## src/rtl/mlp_cmd_fifo.sv

```systemverilog
// Short command queue between the intake front and the compute engine.
// No dependencies.
module mlp_cmd_fifo #(
	parameter int WIDTH = 8,
	parameter int DEPTH = 4,
	parameter int PW    = (DEPTH > 1) ? $clog2(DEPTH) : 1
) (
	input  logic             clk,
	input  logic             arst_n,
	input  logic             wr_en,
	input  logic [WIDTH-1:0] wr_data,
	output logic             fifo_full,
	input  logic             rd_en,
	output logic [WIDTH-1:0] rd_data,
	output logic             fifo_empty
);

	logic [WIDTH-1:0] mem_q [DEPTH];
	logic [PW-1:0]    wr_ptr_q, rd_ptr_q;
	logic [PW:0]      count_q;

	assign fifo_full  = (int'(count_q) == DEPTH);
	assign fifo_empty = (count_q == '0);
	assign rd_data    = mem_q[rd_ptr_q];

	// pointers and fill count
	always_ff @(posedge clk or negedge arst_n) begin
		if (!arst_n) begin
			wr_ptr_q <= '0;
			rd_ptr_q <= '0;
			count_q  <= '0;
		end else begin
			if (wr_en) begin
				wr_ptr_q <= (int'(wr_ptr_q) == DEPTH - 1) ? '0 : wr_ptr_q + 1'b1;
			end
			if (rd_en) begin
				rd_ptr_q <= (int'(rd_ptr_q) == DEPTH - 1) ? '0 : rd_ptr_q + 1'b1;
			end
			if (wr_en && !rd_en) begin
				count_q <= count_q + 1'b1;
			end else if (!wr_en && rd_en) begin
				count_q <= count_q - 1'b1;
			end
		end
	end

	// entry storage
	always_ff @(posedge clk) begin
		if (wr_en) begin
			mem_q[wr_ptr_q] <= wr_data;
		end
	end

endmodule

```

## config.mk

```make
export PLATFORM = sky130hd
export DESIGN_NAME = mlp_cmd_fifo
export DESIGN_NICKNAME = d
export VERILOG_FILES = /design/src/rtl/mlp_cmd_fifo.sv
export SDC_FILE = /design/constraint.sdc
export NUM_CORES = 1
export LEC_CHECK = 0
export BUFFER_PORTS_ARGS = -buffer_cell sky130_fd_sc_hd__buf_2
export CAP_MARGIN = 20
export CORE_MARGIN = 2
export CORE_UTILIZATION = 43
export CTS_CLUSTER_DIAMETER = 40
export CTS_CLUSTER_SIZE = 12
export DETAILED_ROUTE_END_ITERATION = 7
export GPL_ROUTABILITY_DRIVEN = 1
export PLACE_DENSITY = 0.72
export SLEW_MARGIN = 10
export SYNTH_ARGS = -nofsm -noshare
export SYNTH_HDL_FRONTEND = slang
export SYNTH_SLANG_ARGS = --single-unit
```

## constraint.sdc

```tcl
create_clock -name clk -period 1.85 [get_ports clk]
set_input_delay 0.185 -clock clk [delete_from_list [all_inputs] [get_ports clk]]
set_output_delay 0.185 -clock clk [all_outputs]
set_load 0.1 [all_outputs]
```

==> run summary <==
## Logic synthesis
- 61.3% — portion of synthesized cell area occupied by the leading cell type
- 72.5% — sequential fraction of the synthesis area
- 98 — Syn Nets
- 0 — total of warnings raised by yosys
- 17.9% — async set-reset flop share out of synthesis
- 32 x sky130_fd_sc_hd__edfxtp_1, 8 x sky130_fd_sc_hd__mux4_2, 7 x sky130_fd_sc_hd__dfrtp_1 — top cells by count, synth
- 18 — number of distinct library cell variants in the gate-level netlist after synthesis
- sky130_fd_sc_hd__edfxtp_1 — area leader, netlist
- 19.8 sq um — mean instance size in the synthesized netlist
- 32 — number of synthesized flops with an enable pin
- 39 — post-synthesis sequential element count
- 79 — Mapped Cells
- sky130_fd_sc_hd__edfxtp_1 61%, sky130_fd_sc_hd__mux4_2 11%, sky130_fd_sc_hd__dfrtp_1 11% — top cells by area, synth
- 1570 sq um — area of the mapped netlist
- sky130_fd_sc_hd__edfxtp_1 — most used standard cell by instance count after synthesis
- sky130_fd_sc_hd__edfxtp_1 — top flip-flop cell by instance count after synthesis

## Placement
- 1.54 mm — Final HPWL DP
- 0.678 — gp weighted congestion
- 1740 sq um — Post-DP Area
- 145 — Post-Place Cells
- 21 — Port-buffer cells

## Finish
- 18.7% — synthesis-to-layout area growth
- 127 — Layout Nets
- 54.5% — final core utilization
- 278 — number of fillers in the final layout
- 0 — count of inserted antenna diode cells
- 37.6% — share of post-route cells with drive strength above 1
- 1860 sq um — post-route cell area
- 155 — post-route non-filler standard cell count

## Floorplan
- 64.4 microns — DIE WIDTH
- 64.4 microns — die outline height
- 21 — row count
- 45.9% — initial core utilization
- 22 — number of top-level pins
- 3420 sq um — CORE AREA
- 4140 sq um — Die Outline Area

## Worst setup path
- 8 — maximum fanout encountered on the critical timing path
- 1.66 ns — Required @ worst endpoint
- 0.42 ns — register-to-register setup slack
- reg -> out — category of the critical setup timing path
- 3 — number of cell instances on the worst register-to-register path
- 3 — Worst path depth
- multiplexers — Top delay family on crit path
- mem_q[0][1]$_DFFE_PP_ — RR Endpoint
- buf_12, mux4_2, buf_6 — Critical Path, Cell by Cell
- 2 — Crit path buffers/inverters
- 1.63 ns — critical path arrival
- wr_ptr_q[0]$_DFFE_PN0P_ — reg-to-reg critical path startpoint
- output pin — Critical Path End Type
- 0.52 ns — Crit path largest cell delay
- sky130_fd_sc_hd__mux4_2 — critical path's slowest cell
- flop — startpoint type of the worst setup path

## STA
- true — RSZ-0062 raised after global routing
- 0 — count of pins over their slew limit
- 0.487 ns — Worst Tran Pin Value
- 0 — Fin. Hold Viols
- 0.0572 ns — hold slack final
- 98.2% — crit share post-route
- 0.00476 ns — worst clock skew on the final layout
- 0.550 GHz — fmax
- 67.8% — Worst slew margin
- 0 — number of failing setup endpoints in the final timing report
- 1.82 ns — Period minus WS final

## Hold path
- 1 — Worst Hold Path Cells
- wr_data[3] — Worst Hold Launch
- in -> reg — path class of the lowest-slack min-delay path
- mem_q[1][3]$_DFFE_PP_ — end of the worst hold path

## Global routing
- 826 — via count of the first global-routing pass
- 3.72 mm — wire length of the first global-routing pass
- 0 — initial antenna violation count
- 0 — residual overflow from global routing
- 12.8% — global-route total usage across every layer
- 12 — largest net degree at the start of global routing

## Routing
- 765 — count of vias placed by the detailed router
- 14.2 microns — average wire per cell in the routed design
- 0 — number of remaining DRC errors
- 2.20 mm — total wire length
- 2 — first-pass iteration count of the detailed router
- 25 — Initial DRC Count
- 0 — number of nets with antenna violations after detailed routing
- 4.94 — drt via density

## Clock tree
- 39 — Clock Sink Count
- built — TritonCTS clock tree
- sky130_fd_sc_hd__clkbuf_4 — cell at the root of the clock tree
- 0.33 ns — Worst-Skew Late Latency
- 0.10 ns — clock-pin slew on the worst setup and hold paths
- 2 — H-Tree Depth
- 2 — clk buf depth
- 5 — total CTS buffers

## Run
- 0 — count of maximum capacitance violations

## Run status
- finished clean — status

[how the worst max path moves through the flow]
stage,startpoint,to
after floorplan,count_q[1]$_DFFE_PN0P_,fifo_full
after global placement,rd_ptr_q[0]$_DFFE_PN0P_,rd_data[6]
after detailed placement,rd_ptr_q[0]$_DFFE_PN0P_,rd_data[6]
after CTS,rd_ptr_q[0]$_DFFE_PN0P_,rd_data[4]
after global routing,rd_ptr_q[0]$_DFFE_PN0P_,rd_data[6]
final,rd_ptr_q[0]$_DFFE_PN0P_,rd_data[6]
[worst reg2reg max path, cell delays in order (launching register included)]
cell and delay [ns]:
sky130_fd_sc_hd__dfrtp_1 0.43, sky130_fd_sc_hd__inv_1 0.11, sky130_fd_sc_hd__ha_1 0.14, sky130_fd_sc_hd__and2_1 0.41
[layer usage]
layer	routed length, microns	track usage, %	vias up
met3	101	5.28	4
met2	1150	21.2	18
met1	914	14.3	383
li1	-	-	360
met4	36	6.38	0
met5	0	0	-
[logic make-up after synthesis]
logic type	Yosys count	synth area share [%]
simple gates	11	3.67
xor+xnor	3	1.68
buf+inv	6	1.99
mux	10	12.9
compound gates	3	1.20
flops	39	72.5
fa+ha+maj	7	6.07
[sequential cells by signal, indices dropped and copies added (netlist names)]
signal,count
rd_ptr_q,2
wr_ptr_q,2
count_q,3
mem_q,32
[cell usage in the layout, fill, tap and decap left out]
master and count:
sky130_fd_sc_hd__edfxtp_1 32, sky130_fd_sc_hd__buf_2 13, sky130_fd_sc_hd__mux4_2 8, sky130_fd_sc_hd__buf_6 8, sky130_fd_sc_hd__dfrtp_1 7, sky130_fd_sc_hd__ha_1 6
sky130_fd_sc_hd__clkbuf_4 5, sky130_fd_sc_hd__inv_1 4, sky130_fd_sc_hd__and2_1 4, sky130_fd_sc_hd__mux2_2 2, sky130_fd_sc_hd__nor2_1 2, sky130_fd_sc_hd__nand2_1 2
sky130_fd_sc_hd__o21ai_0 2, sky130_fd_sc_hd__xor2_1 2, sky130_fd_sc_hd__clkinv_1 2, sky130_fd_sc_hd__nor3_2 1, sky130_fd_sc_hd__nor3b_2 1, sky130_fd_sc_hd__xnor2_1 1
sky130_fd_sc_hd__nor3_1 1, sky130_fd_sc_hd__a21o_2 1, sky130_fd_sc_hd__fa_1 1, sky130_fd_sc_hd__clkbuf_1 1, sky130_fd_sc_hd__dlygate4sd3_1 1, sky130_fd_sc_hd__buf_12 1
sky130_fd_sc_hd__buf_4 1
[area by class of cell]
cell class	count	area, sq um	share of cell area [%]
well taps	46	57.6	3.09
inverters	4	15.0	0.807
repair buffers	24	193	10.4
clock inverters	2	7.51	0.403
flip-flops and latches	39	1140	61.1
clock buffers	6	41.3	2.22
multi-input cells	34	410	22.1
[what timing repair did]
item / 4_1_cts / 5_1_grt
hold endpoints to repair: 7 / 0
hold buffers: 1 / 0
resized for setup: 11 / 5
buffers inserted: 1 / 0
endpoints found under the setup margin: 8 / 8
[stage by stage]
| stage | setup TNS (ns) | setup slack, ns |
|---|---|---|
| 2_1_floorplan | 0 | 0.00832 |
| 5_1_grt | -0.159 | -0.0260 |
| 6_report | 0 | 0.0331 |
| 4_1_cts | 0 | 0.000468 |
| 3_3_place_gp | 0 | 0.289 |
| 3_5_place_dp | 0 | 0.255 |
Power is left out: the tool's default activity adds up to more than one toggle a clock period on the data nets, which glitch-free logic cannot reach.
