`src/rtl/mlp_pkg.sv`:
```
// Package for the fixed-point network inference block.
// Holds op codes, register indexes, default sizes and the sigmoid table.
// No dependencies.
package mlp_pkg;

	localparam int DEF_MAX_LAYERS  = 4;
	localparam int DEF_MAX_NEURONS = 32;
	localparam int DEF_FRAC_BITS   = 8;
	localparam int SIZE_REGS       = 4;
	localparam int CMD_FIFO_DEPTH  = 4;

	// input op codes
	localparam logic [1:0] OP_WEIGHT = 2'd0;
	localparam logic [1:0] OP_BIAS   = 2'd1;
	localparam logic [1:0] OP_ACT    = 2'd2;

	// configuration register indexes
	localparam logic [2:0] REG_LAYER_COUNT = 3'd0;
	localparam logic [2:0] REG_SIZE0       = 3'd1;
	localparam logic [2:0] REG_SIZE1       = 3'd2;
	localparam logic [2:0] REG_SIZE2       = 3'd3;
	localparam logic [2:0] REG_SIZE3       = 3'd4;

	// what one queued command does
	typedef struct packed {
		logic wr_w;
		logic wr_b;
		logic wr_a;
		logic start;
	} cmd_flags_t;

	localparam int CMD_FLAGS_W = $bits(cmd_flags_t);

	// sigmoid in Q.8 at the left edge of each 0.25 step over [-8,8)
	localparam logic [8:0] SIG_LUT [64] = '{
		9'd0,   9'd0,   9'd0,   9'd0,   9'd0,   9'd0,   9'd0,   9'd0,
		9'd1,   9'd1,   9'd1,   9'd1,   9'd2,   9'd2,   9'd3,   9'd4,
		9'd5,   9'd6,   9'd8,   9'd10,  9'd12,  9'd15,  9'd19,  9'd24,
		9'd31,  9'd38,  9'd47,  9'd57,  9'd69,  9'd82,  9'd97,  9'd112,
		9'd128, 9'd144, 9'd159, 9'd174, 9'd187, 9'd199, 9'd209, 9'd218,
		9'd225, 9'd232, 9'd237, 9'd241, 9'd244, 9'd246, 9'd248, 9'd250,
		9'd251, 9'd252, 9'd253, 9'd254, 9'd254, 9'd255, 9'd255, 9'd255,
		9'd255, 9'd256, 9'd256, 9'd256, 9'd256, 9'd256, 9'd256, 9'd256
	};

endpackage

```
`src/rtl/mlp_front.sv`:
```
// Intake front: accepts items, drops out-of-range loads (a start still goes through), builds queue commands.
// Depends on mlp_pkg.
module mlp_front #(
	parameter int MAX_LAYERS  = mlp_pkg::DEF_MAX_LAYERS,
	parameter int MAX_NEURONS = mlp_pkg::DEF_MAX_NEURONS,
	parameter int WA          = $clog2((MAX_LAYERS - 1) * MAX_NEURONS * MAX_NEURONS)
) (
	input  logic               push,
	output logic               full,
	input  logic [1:0]         op,
	input  logic [1:0]         layer_sel,
	input  logic [4:0]         dest_neuron,
	input  logic [4:0]         src_neuron,
	input  logic signed [15:0] sample_value,
	input  logic               last_input,
	input  logic               fifo_full,
	output logic               enq,
	output mlp_pkg::cmd_flags_t enq_flags,
	output logic [WA-1:0]      enq_addr,
	output logic signed [15:0] enq_value
);
	import mlp_pkg::*;

	localparam int WL = MAX_LAYERS - 1;

	logic lsel_ok, dst_ok, src_ok;

	assign lsel_ok = int'(layer_sel) < WL;
	assign dst_ok  = int'(dest_neuron) < MAX_NEURONS;
	assign src_ok  = int'(src_neuron) < MAX_NEURONS;

	// classify the item
	always_comb begin
		enq_flags = '0;
		enq_addr  = '0;
		case (op)
			OP_WEIGHT: begin
				enq_flags.wr_w = lsel_ok && dst_ok && src_ok;
				enq_addr = WA'((int'(layer_sel) * MAX_NEURONS + int'(dest_neuron))
					* MAX_NEURONS + int'(src_neuron));
			end
			OP_BIAS: begin
				enq_flags.wr_b = lsel_ok && dst_ok;
				enq_addr = WA'(int'(layer_sel) * MAX_NEURONS + int'(dest_neuron));
			end
			OP_ACT: begin
				enq_flags.wr_a  = dst_ok;
				enq_flags.start = last_input;
				enq_addr = WA'(dest_neuron);
			end
			default: begin
				enq_flags = '0;
			end
		endcase
	end

	assign full      = fifo_full;
	assign enq_value = sample_value;
	assign enq       = push && !fifo_full && (enq_flags != '0);

endmodule

```
`config.mk`:
```
export PLATFORM = sky130hd
export DESIGN_NAME = mlp_front
export DESIGN_NICKNAME = d
export VERILOG_FILES = /design/src/rtl/mlp_pkg.sv /design/src/rtl/mlp_front.sv
export SDC_FILE = /design/constraint.sdc
export NUM_CORES = 1
export LEC_CHECK = 0
export BUFFER_PORTS_ARGS = -buffer_cell sky130_fd_sc_hd__buf_2
export CAP_MARGIN = 10
export CORE_AREA = 2 2 39 41
export DETAILED_ROUTE_END_ITERATION = 16
export DIE_AREA = 0 0 41 43
export PLACE_DENSITY = 0.89
export SYNTH_ARGS = -nofsm -noshare
export SYNTH_HDL_FRONTEND = slang
export SYNTH_SLANG_ARGS = --single-unit
```
`constraint.sdc`:
```
create_clock -name vclk -period 0.8
set_input_delay 0.16 -clock vclk [all_inputs]
set_output_delay 0.16 -clock vclk [all_outputs]
set_load 0.03 [all_outputs]
```
==> impl_results.md, run 1 <==
* Status: finished, violations left
* Violated checks: negative setup slack
* Die width at 41 µm
* Critical path arrival at 0.86 ns
* Post-layout util at 55.15%
* Slew Limit Fails at 0
* Ports at 67
* Cell Area, Placed at 569.3 µm²
* Mux cell area share after synthesis at 19.31%
* # setup viols final at 17
* Slowest stage cell on the critical path: mux2i_4
* Layout Nets at 113
* Period minus WS final at 1.022 ns
* Fin crit share at 127.7%
* IO Port Bufs at 35
* Storage cell area at 0 µm²
* Area of the multi-input gates at 321.6 µm²
* Least-Margin Pin Slew at 0.1702 ns
* Mapped cell area at 362.8 µm²
* Ant diodes at 0
* Initial Util at 26.22%
* Final Instance Area at 763.2 µm²
* Post-Synth Adder-Cell Area at 0%
* Placed wire-length estimate at 899.5 µm
* Worst path cell trace: buf_8 -> buf_6 -> mux2i_4 -> o2bb2ai_4 -> buf_6
* Fin. Hold Viols at 0
* Mapped Nets at 82
* Yosys warnings at 0
* Grt total ovfl at 0
* Setup ws final at -0.2219 ns
* P_leak at 0.3741 nW
* Seq cells at 0
* Achievable Freq at 0.9785 GHz
* First-pass GRT wire length at 1.814 mm
* VDD IR max at 0.2845 mV
* Sequential share of the synthesized area at 0%
* ANT nets after route at 0
* Critical path endpoint category: output pin
* Switch share at 50.05%
* Residual DRC at 0
* Die Area at 1763 µm²
* Setup Crit Path Kind: primary input to output pin
* Distinct cell type count after synthesis at 15
* Max_slew headroom at 88.33%
* Hold Buf Count CTS at 0
* # rows at 14
* Hold crit path type: primary input to output pin
* GRT Overall Usage at 14.11%
* Core area at 1384 µm²
* Wire length per cell at 12.37 µm
* Ratio of cells with drive above 1 in the final layout at 87.18%
* Int Power at 0.0002606 W
* Comb pwr share at 100.0%
* Mapped Cells at 49
* Fill cell total of the finished layout at 122
* Area delta synth->final at 110.3%
* Xor/xnor share of the synthesized area at 0%
* Hold Path Stages at 0
* CLK BUF at 0
* Main combinational cell family by area after synthesis: buffers and inverters
* Clk pwr share at 0%
* Via count of the routed design at 432
* Number of global-route vias before repair at 440
* RSZ-0062 raised after global routing: true
* Routed WL at 1.163 mm
* GP Congestion at 0.7499
* Setup crit start kind: primary input
* Total power at 0.0005218 W
* Pre-Repair DR Iteration Count at 1
* Most used cell, CP: buf_6
* Slowest stage delay, CP at 0.19 ns
* Simple-gate area share of the yosys netlist at 20.69%
* DR vias/cell at 4.596
* CP max FO at 5
* Initial antenna violation count at 0
* Cell Pwr Density at 683.6 nW/µm²
* Initial DRC Count at 0
* Die H at 43 µm
* Compound-gate portion of the synthesized area at 18.28%
* Req. time, crit path at 0.64 ns
* Max Cap Viol at 0
* Syn avg cell area at 7.405 µm²
* Largest net degree at the start of global routing at 7
* Switch Pwr at 0.0002611 W
* Sequential Power Share at 0%
## power by group through the flow
stage / registers, W / clock network, W / logic [W]
floorplan: 0 / 0 / 0.000407
finish: 0 / 0 / 0.000522
global route: 0 / 0 / 0.000551
global placement: 0 / 0 / 0.000392
detailed placement: 0 / 0 / 0.000401
CTS: 0 / 0 / 0.000504
## area by class of cell
class / count / share of cell area [%]
Inverter: 2 / 0.9836
Multi-Input combinational cell: 28 / 42.13
Tap cell: 16 / 2.623
Timing Repair Buffer: 48 / 54.26
## cell usage after synthesis (all sizes together)
cell type / instances / share of area (%)
o2bb2ai: 3 / 7.2
a211oi: 2 / 4.1
nand3b: 2 / 4.1
and2: 6 / 11
inv: 2 / 2.1
buf: 19 / 40
o21ai: 2 / 2.8
o211a: 1 / 2.8
nor2: 3 / 3.1
a21oi: 1 / 1.4
and2b: 1 / 2.8
mux2i: 7 / 19
## kinds of logic (layout without fill, tap and decap cells)
kind of cell,Yosys count,count (layout)
AND/OR/NAND/NOR,12,12
AO/OA/AOI/OAI,9,9
multiplexers,7,7
buffers and inverters,21,50
## what timing repair did
action	4_1_cts	5_1_grt
setup buffers	1	2
setup endpoints to repair	17	17
resized for setup	43	7
pin swaps	7	5
gates cloned	0	0
## critical path: cells and delay by family
| family | cells | cell delay (ns) |
|---|---|---|
| multiplexers | 1 | 0.19 |
| AO/OA/AOI/OAI | 1 | 0.13 |
| buffers and inverters | 3 | 0.38 |
## stage by stage
stage	setup TNS, ns	instances	hold WS, ns	setup WS, ns
after floorplan	-0.6145	49	0.3936	-0.09724
after detailed placement	-4.633	91	0.3202	-0.3497
after CTS	-2.901	92	0.3202	-0.2116
after global routing	-3.466	94	0.3200	-0.2458
final	-2.931	94	0.3200	-0.2219
after global placement	-4.157	91	0.3202	-0.2918
## path summary, 6_finish.rpt
kind	end	start	slack [ns]
max	enq_addr[3]	op[0]	-0.22
min	enq_value[6]	sample_value[6]	0.32
## layer usage
metal / global-route usage [%] / vias up / routed length (µm)
met5: 0 / - / 0
met4: 2.000 / 0 / 14
met3: 1.571 / 4 / 92
met2: 26.56 / 21 / 678
met1: 15.92 / 199 / 376
li1: - / 208 / -
## placed cells by master, fill, tap and decap left out, types with 2 or more instances in the layout
master / n
buf_4: 9
mux2i_1: 6
o21ai_2: 2
nor2_2: 2
and2_4: 6
buf_6: 21
buf_2: 16
nand3b_1: 2
o2bb2ai_2: 2
buf_8: 2
a211oi_4: 2
No activity file was read; power rests on OpenSTA's default activity.
==> run 2, diff against run 1 <==
- PLACE_DENSITY: 0.89 -> 0.84
- RECOVER_POWER: default -> 100
==> run 2 against run 1 <==
Clock-buffer cell count is the same. The run still ends with negative setup slack left. Sequential share of layout area is the same. Total power grew 0.96%. First-iteration DRC count grew 3. Setup slack gained 0.0043 ns.
==> impl_results.md, run 2 (same netlist as run 1, synthesis figures left out) <==
* Global routing's busiest layer: met2
* RSZ-0062 raised after global routing: true
* Slew Limit Fails at 0
* P_leak at 0.3492 nW
* Residual DRC at 0
* Slowest stage cell on the critical path: and2b_4
* Hold_ws at 0.3200 ns
* # rows at 14
* # setup viols final at 17
* Post-layout util at 54.52%
* Setup crit start kind: primary input
* Area of the multi-input gates at 340.3 µm²
* Fin crit share at 127.2%
* Slowest stage delay, CP at 0.31 ns
* Fin. Hold Viols at 0
* Achievable Freq at 0.9827 GHz
* Die width at 41 µm
* Fill cell total of the finished layout at 125
* Grt total ovfl at 0
* Post CTS Setup Buffer Count at 0
* GRT met2 Usage at 24.38%
* Most frequent cells in the layout: 16 x buf_6, 15 x buf_2, 9 x buf_4
* Ratio of cells with drive above 1 in the final layout at 90.67%
* Largest net degree at the start of global routing at 9
* Ant diodes at 0
* CP max FO at 6
* Storage cell area at 0 µm²
* Critical path arrival at 0.86 ns
* GP Congestion at 0.7311
* Status: finished, violations left
* Top delay family on crit path: simple AND/OR/NAND/NOR gates
* Routed WL at 1.211 mm
* GR met1 Demand/Resource at 17.46%
* Initial Util at 26.22%
* Period minus WS final at 1.018 ns
* Die H at 43 µm
* Initial antenna violation count at 0
* Total power at 0.0005268 W
* Critical path endpoint category: output pin
* Wire length per cell at 13.31 µm
* Ports at 67
* Final Instance Area at 754.5 µm²
* Routing usage on met3 at 1.571%
* Commonest non-fill, non-tap cell in the layout: buf_6
* DR vias/cell at 4.626
* Area delta synth->final at 107.9%
* Violated checks: negative setup slack
* Setup Crit Path Kind: primary input to output pin
* Die Area at 1763 µm²
* Worst path cell trace: buf_8 -> and2b_4 -> o211a_4 -> buf_6
* Max Cap Viol at 0
* Cell Pwr Density at 698.2 nW/µm²
* CLK BUF at 0
* GRT Overall Usage at 13.80%
* Cell Area, Placed at 569.3 µm²
* Via count of the routed design at 421
* Pre-Repair DR Iteration Count at 4
* Max_slew headroom at 75.91%
* ANT nets after route at 0
* Initial DRC Count at 3
* First-pass GRT wire length at 1.821 mm
* Setup ws final at -0.2176 ns
* Number of global-route vias before repair at 417
* Layout Nets at 110
* Core area at 1384 µm²
* Seq cells at 0
* Req. time, crit path at 0.64 ns
* VDD IR max at 0.2965 mV
* IO Port Bufs at 35
* CP Buf/Inv Count at 2
* Placed wire-length estimate at 941.1 µm
* Hold crit path type: primary input to output pin
* Least-Margin Pin Slew at 0.3630 ns
run 2: final timing paths:
kind                        startpoint            end  slack, ns  cells past startpoint
worst max-delay path             op[0]            enq      -0.22                      4
worst min-delay path  sample_value[13]  enq_value[13]       0.32                      0
run 2: per-stage QoR:
stage	setup slack [ns]	setup TNS [ns]	instances
6_report	-0.2176	-2.822	91
5_1_grt	-0.2352	-3.280	91
4_1_cts	-0.2213	-2.850	91
3_5_place_dp	-0.3176	-4.439	91
3_3_place_gp	-0.2964	-4.175	91
2_1_floorplan	-0.09724	-0.6145	49
run 2: where the power goes:
group / switching (W) / internal (W) / leakage (nW) / total, W
logic: 0.000267 / 0.000260 / 0.349 / 0.000527
clock network: 0 / 0 / 0 / 0
registers: 0 / 0 / 0 / 0
total: 0.000267 / 0.000260 / 0.349 / 0.000527
run 2: cell type report:
type	instances	area share [%]
Inverter	2	0.9950
Multi-Input combinational cell	28	45.11
Tap cell	16	2.653
Timing Repair Buffer	45	51.24
run 2: routing by layer:
metal  up-vias  routed length, µm
met5         -                  0
met4         0                  4
met3         2                125
met2        29                660
met1       187                421
li1        203                  -
run 2: repair_timing:
action | in CTS | in global routing
pin swaps | 8 | 7
gates resized for setup | 46 | 7
endpoints found under the setup margin | 17 | 17
hold buffers | 0 | 0
==> run 3, diff against run 2 <==
==> constraint.sdc (replaced) <==
create_clock -name vclk -period 0.8
set_input_delay 0.16 -clock vclk [all_inputs]
set_output_delay 0.16 -clock vclk [all_outputs]
set_load 0.02 [all_outputs]
==> run 3 against run 2 <==
Setup slack improved by 0.028 ns. Highest routed layer unchanged. Combinational power decreased by 15%. Clock-buffer cell count unchanged. Final area decreased by 4.0%. Global-route usage decreased by 1.6 points. Routed wire length decreased by 11%. Largest cell class unchanged. Critical path depth unchanged. Largest power group unchanged. The flow still finishes with violations (negative setup slack).
==> impl_results.md, run 3 (same netlist as run 1, synthesis figures left out) <==
* IO Port Bufs at 35
* Routed WL at 1.076 mm
* Hold Buf Count CTS at 0
* Top delay family on crit path: simple AND/OR/NAND/NOR gates
* Grt total ovfl at 0
* Ports at 67
* Max_slew headroom at 83.71%
* DR vias/cell at 4.516
* Slew Limit Fails at 0
* Period minus WS final at 0.9893 ns
* Seq cells at 0
* Comb pwr share at 100.0%
* Final setup TNS at -2.566 ns
* Sequential Power Share at 0%
* Via count of the routed design at 411
* GP Congestion at 0.5989
* Top layer in use: met4
* Max Cap Viol at 0
* Residual DRC at 0
* CP Buf/Inv Count at 2
* Clk pwr share at 0%
* CLK BUF at 0
* Die width at 41 µm
* Core area at 1384 µm²
* Layout Nets at 110
* Switch Pwr at 0.0002005 W
* Placed wire-length estimate at 867.1 µm
* Area delta synth->final at 99.66%
* Storage cell area at 0 µm²
* Setup ws final at -0.1893 ns
* Req. time, crit path at 0.64 ns
* Setup Crit Path Kind: primary input to output pin
* Initial DRC Count at 4
* Fin crit share at 123.7%
* # rows at 14
* GRT Overall Usage at 12.20%
* CP max FO at 6
* Critical path arrival at 0.83 ns
* Achievable Freq at 1.011 GHz
* # setup viols final at 17
* Violated checks: negative setup slack
* RSZ-0062 raised after global routing: true
* Setup crit start kind: primary input
* Critical path endpoint category: output pin
* Ratio of cells with drive above 1 in the final layout at 77.33%
* Initial antenna violation count at 0
* Die H at 43 µm
* Slowest stage delay, CP at 0.29 ns
* Status: finished, violations left
* Total power at 0.0004480 W
* Fin. Hold Viols at 0
* Ant diodes at 0
* Hold crit path type: primary input to output pin
* Met3 Wirelength at 131 µm
* Fill cell total of the finished layout at 139
* VDD IR max at 0.2571 mV
* Largest net degree at the start of global routing at 9
* First-pass GRT wire length at 1.580 mm
* Post-Route M1 WL at 381 µm
* Pre-Repair DR Iteration Count at 4
* Number of global-route vias before repair at 369
* Int Power at 0.0002475 W
* Die Area at 1763 µm²
* Least-Margin Pin Slew at 0.2454 ns
* Slowest stage cell on the critical path: and2b_4
* Initial Util at 26.22%
* Cell Pwr Density at 618.5 nW/µm²
* P_leak at 0.3632 nW
* Most frequent cells in the layout: 15 x buf_2, 15 x buf_6, 8 x buf_4
* Wire length per cell at 11.82 µm
* ANT nets after route at 0
* Met2 WL at 539 µm
* Worst path cell trace: buf_8 -> and2b_4 -> o211a_4 -> buf_6
* Switch share at 44.76%
[run 3: cell counts in the layout (fill, tap and decap cells not counted)]
Identical to the previous run, type by type.
[run 3: final timing paths]
check | to | from | depth (start not counted) | slack [ns]
max | enq | op[0] | 4 | -0.19
min | enq_value[6] | sample_value[6] | 0 | 0.32
[run 3: cell type report]
cell class	count	area, µm²	share of cell area, %
inverters	2	7.507	1.036
well taps	16	20.02	2.763
repair buffers	45	412.9	56.99
multi-input cells	28	284.0	39.21
[run 3: per-stage QoR]
step	instances	utilization, %	cell area, µm²	worst slack [ns]	hold slack [ns]
floorplan	49	-	425.4	-0.06324	0.3782
global placement	90	41.14	569.3	-0.2954	0.3201
detailed placement	90	41.14	569.3	-0.3188	0.3201
CTS	90	50.63	700.7	-0.2043	0.3201
global route	91	52.35	724.4	-0.2158	0.3200
finish	91	52.35	724.4	-0.1893	0.3200
[run 3: power by group through the flow]
stage	sequential [W]	combinational, W	clock, W
2_1_floorplan	0	0.000310	0
3_3_place_gp	0	0.000353	0
3_5_place_dp	0	0.000356	0
4_1_cts	0	0.000439	0
5_1_grt	0	0.000475	0
6_report	0	0.000448	0
[run 3: routing by layer]
metal | vias up | GRT usage (%)
li1 | 202 | -
met1 | 175 | 13.65
met2 | 30 | 21.25
met3 | 4 | 2.618
met4 | 0 | 4.000
met5 | - | 0
[run 3: repair_timing]
action                                  4_1_cts  5_1_grt
setup buffers                                 0        1
pin swaps                                     8        5
endpoints found under the setup margin       17       17
gates resized for setup                      42        6
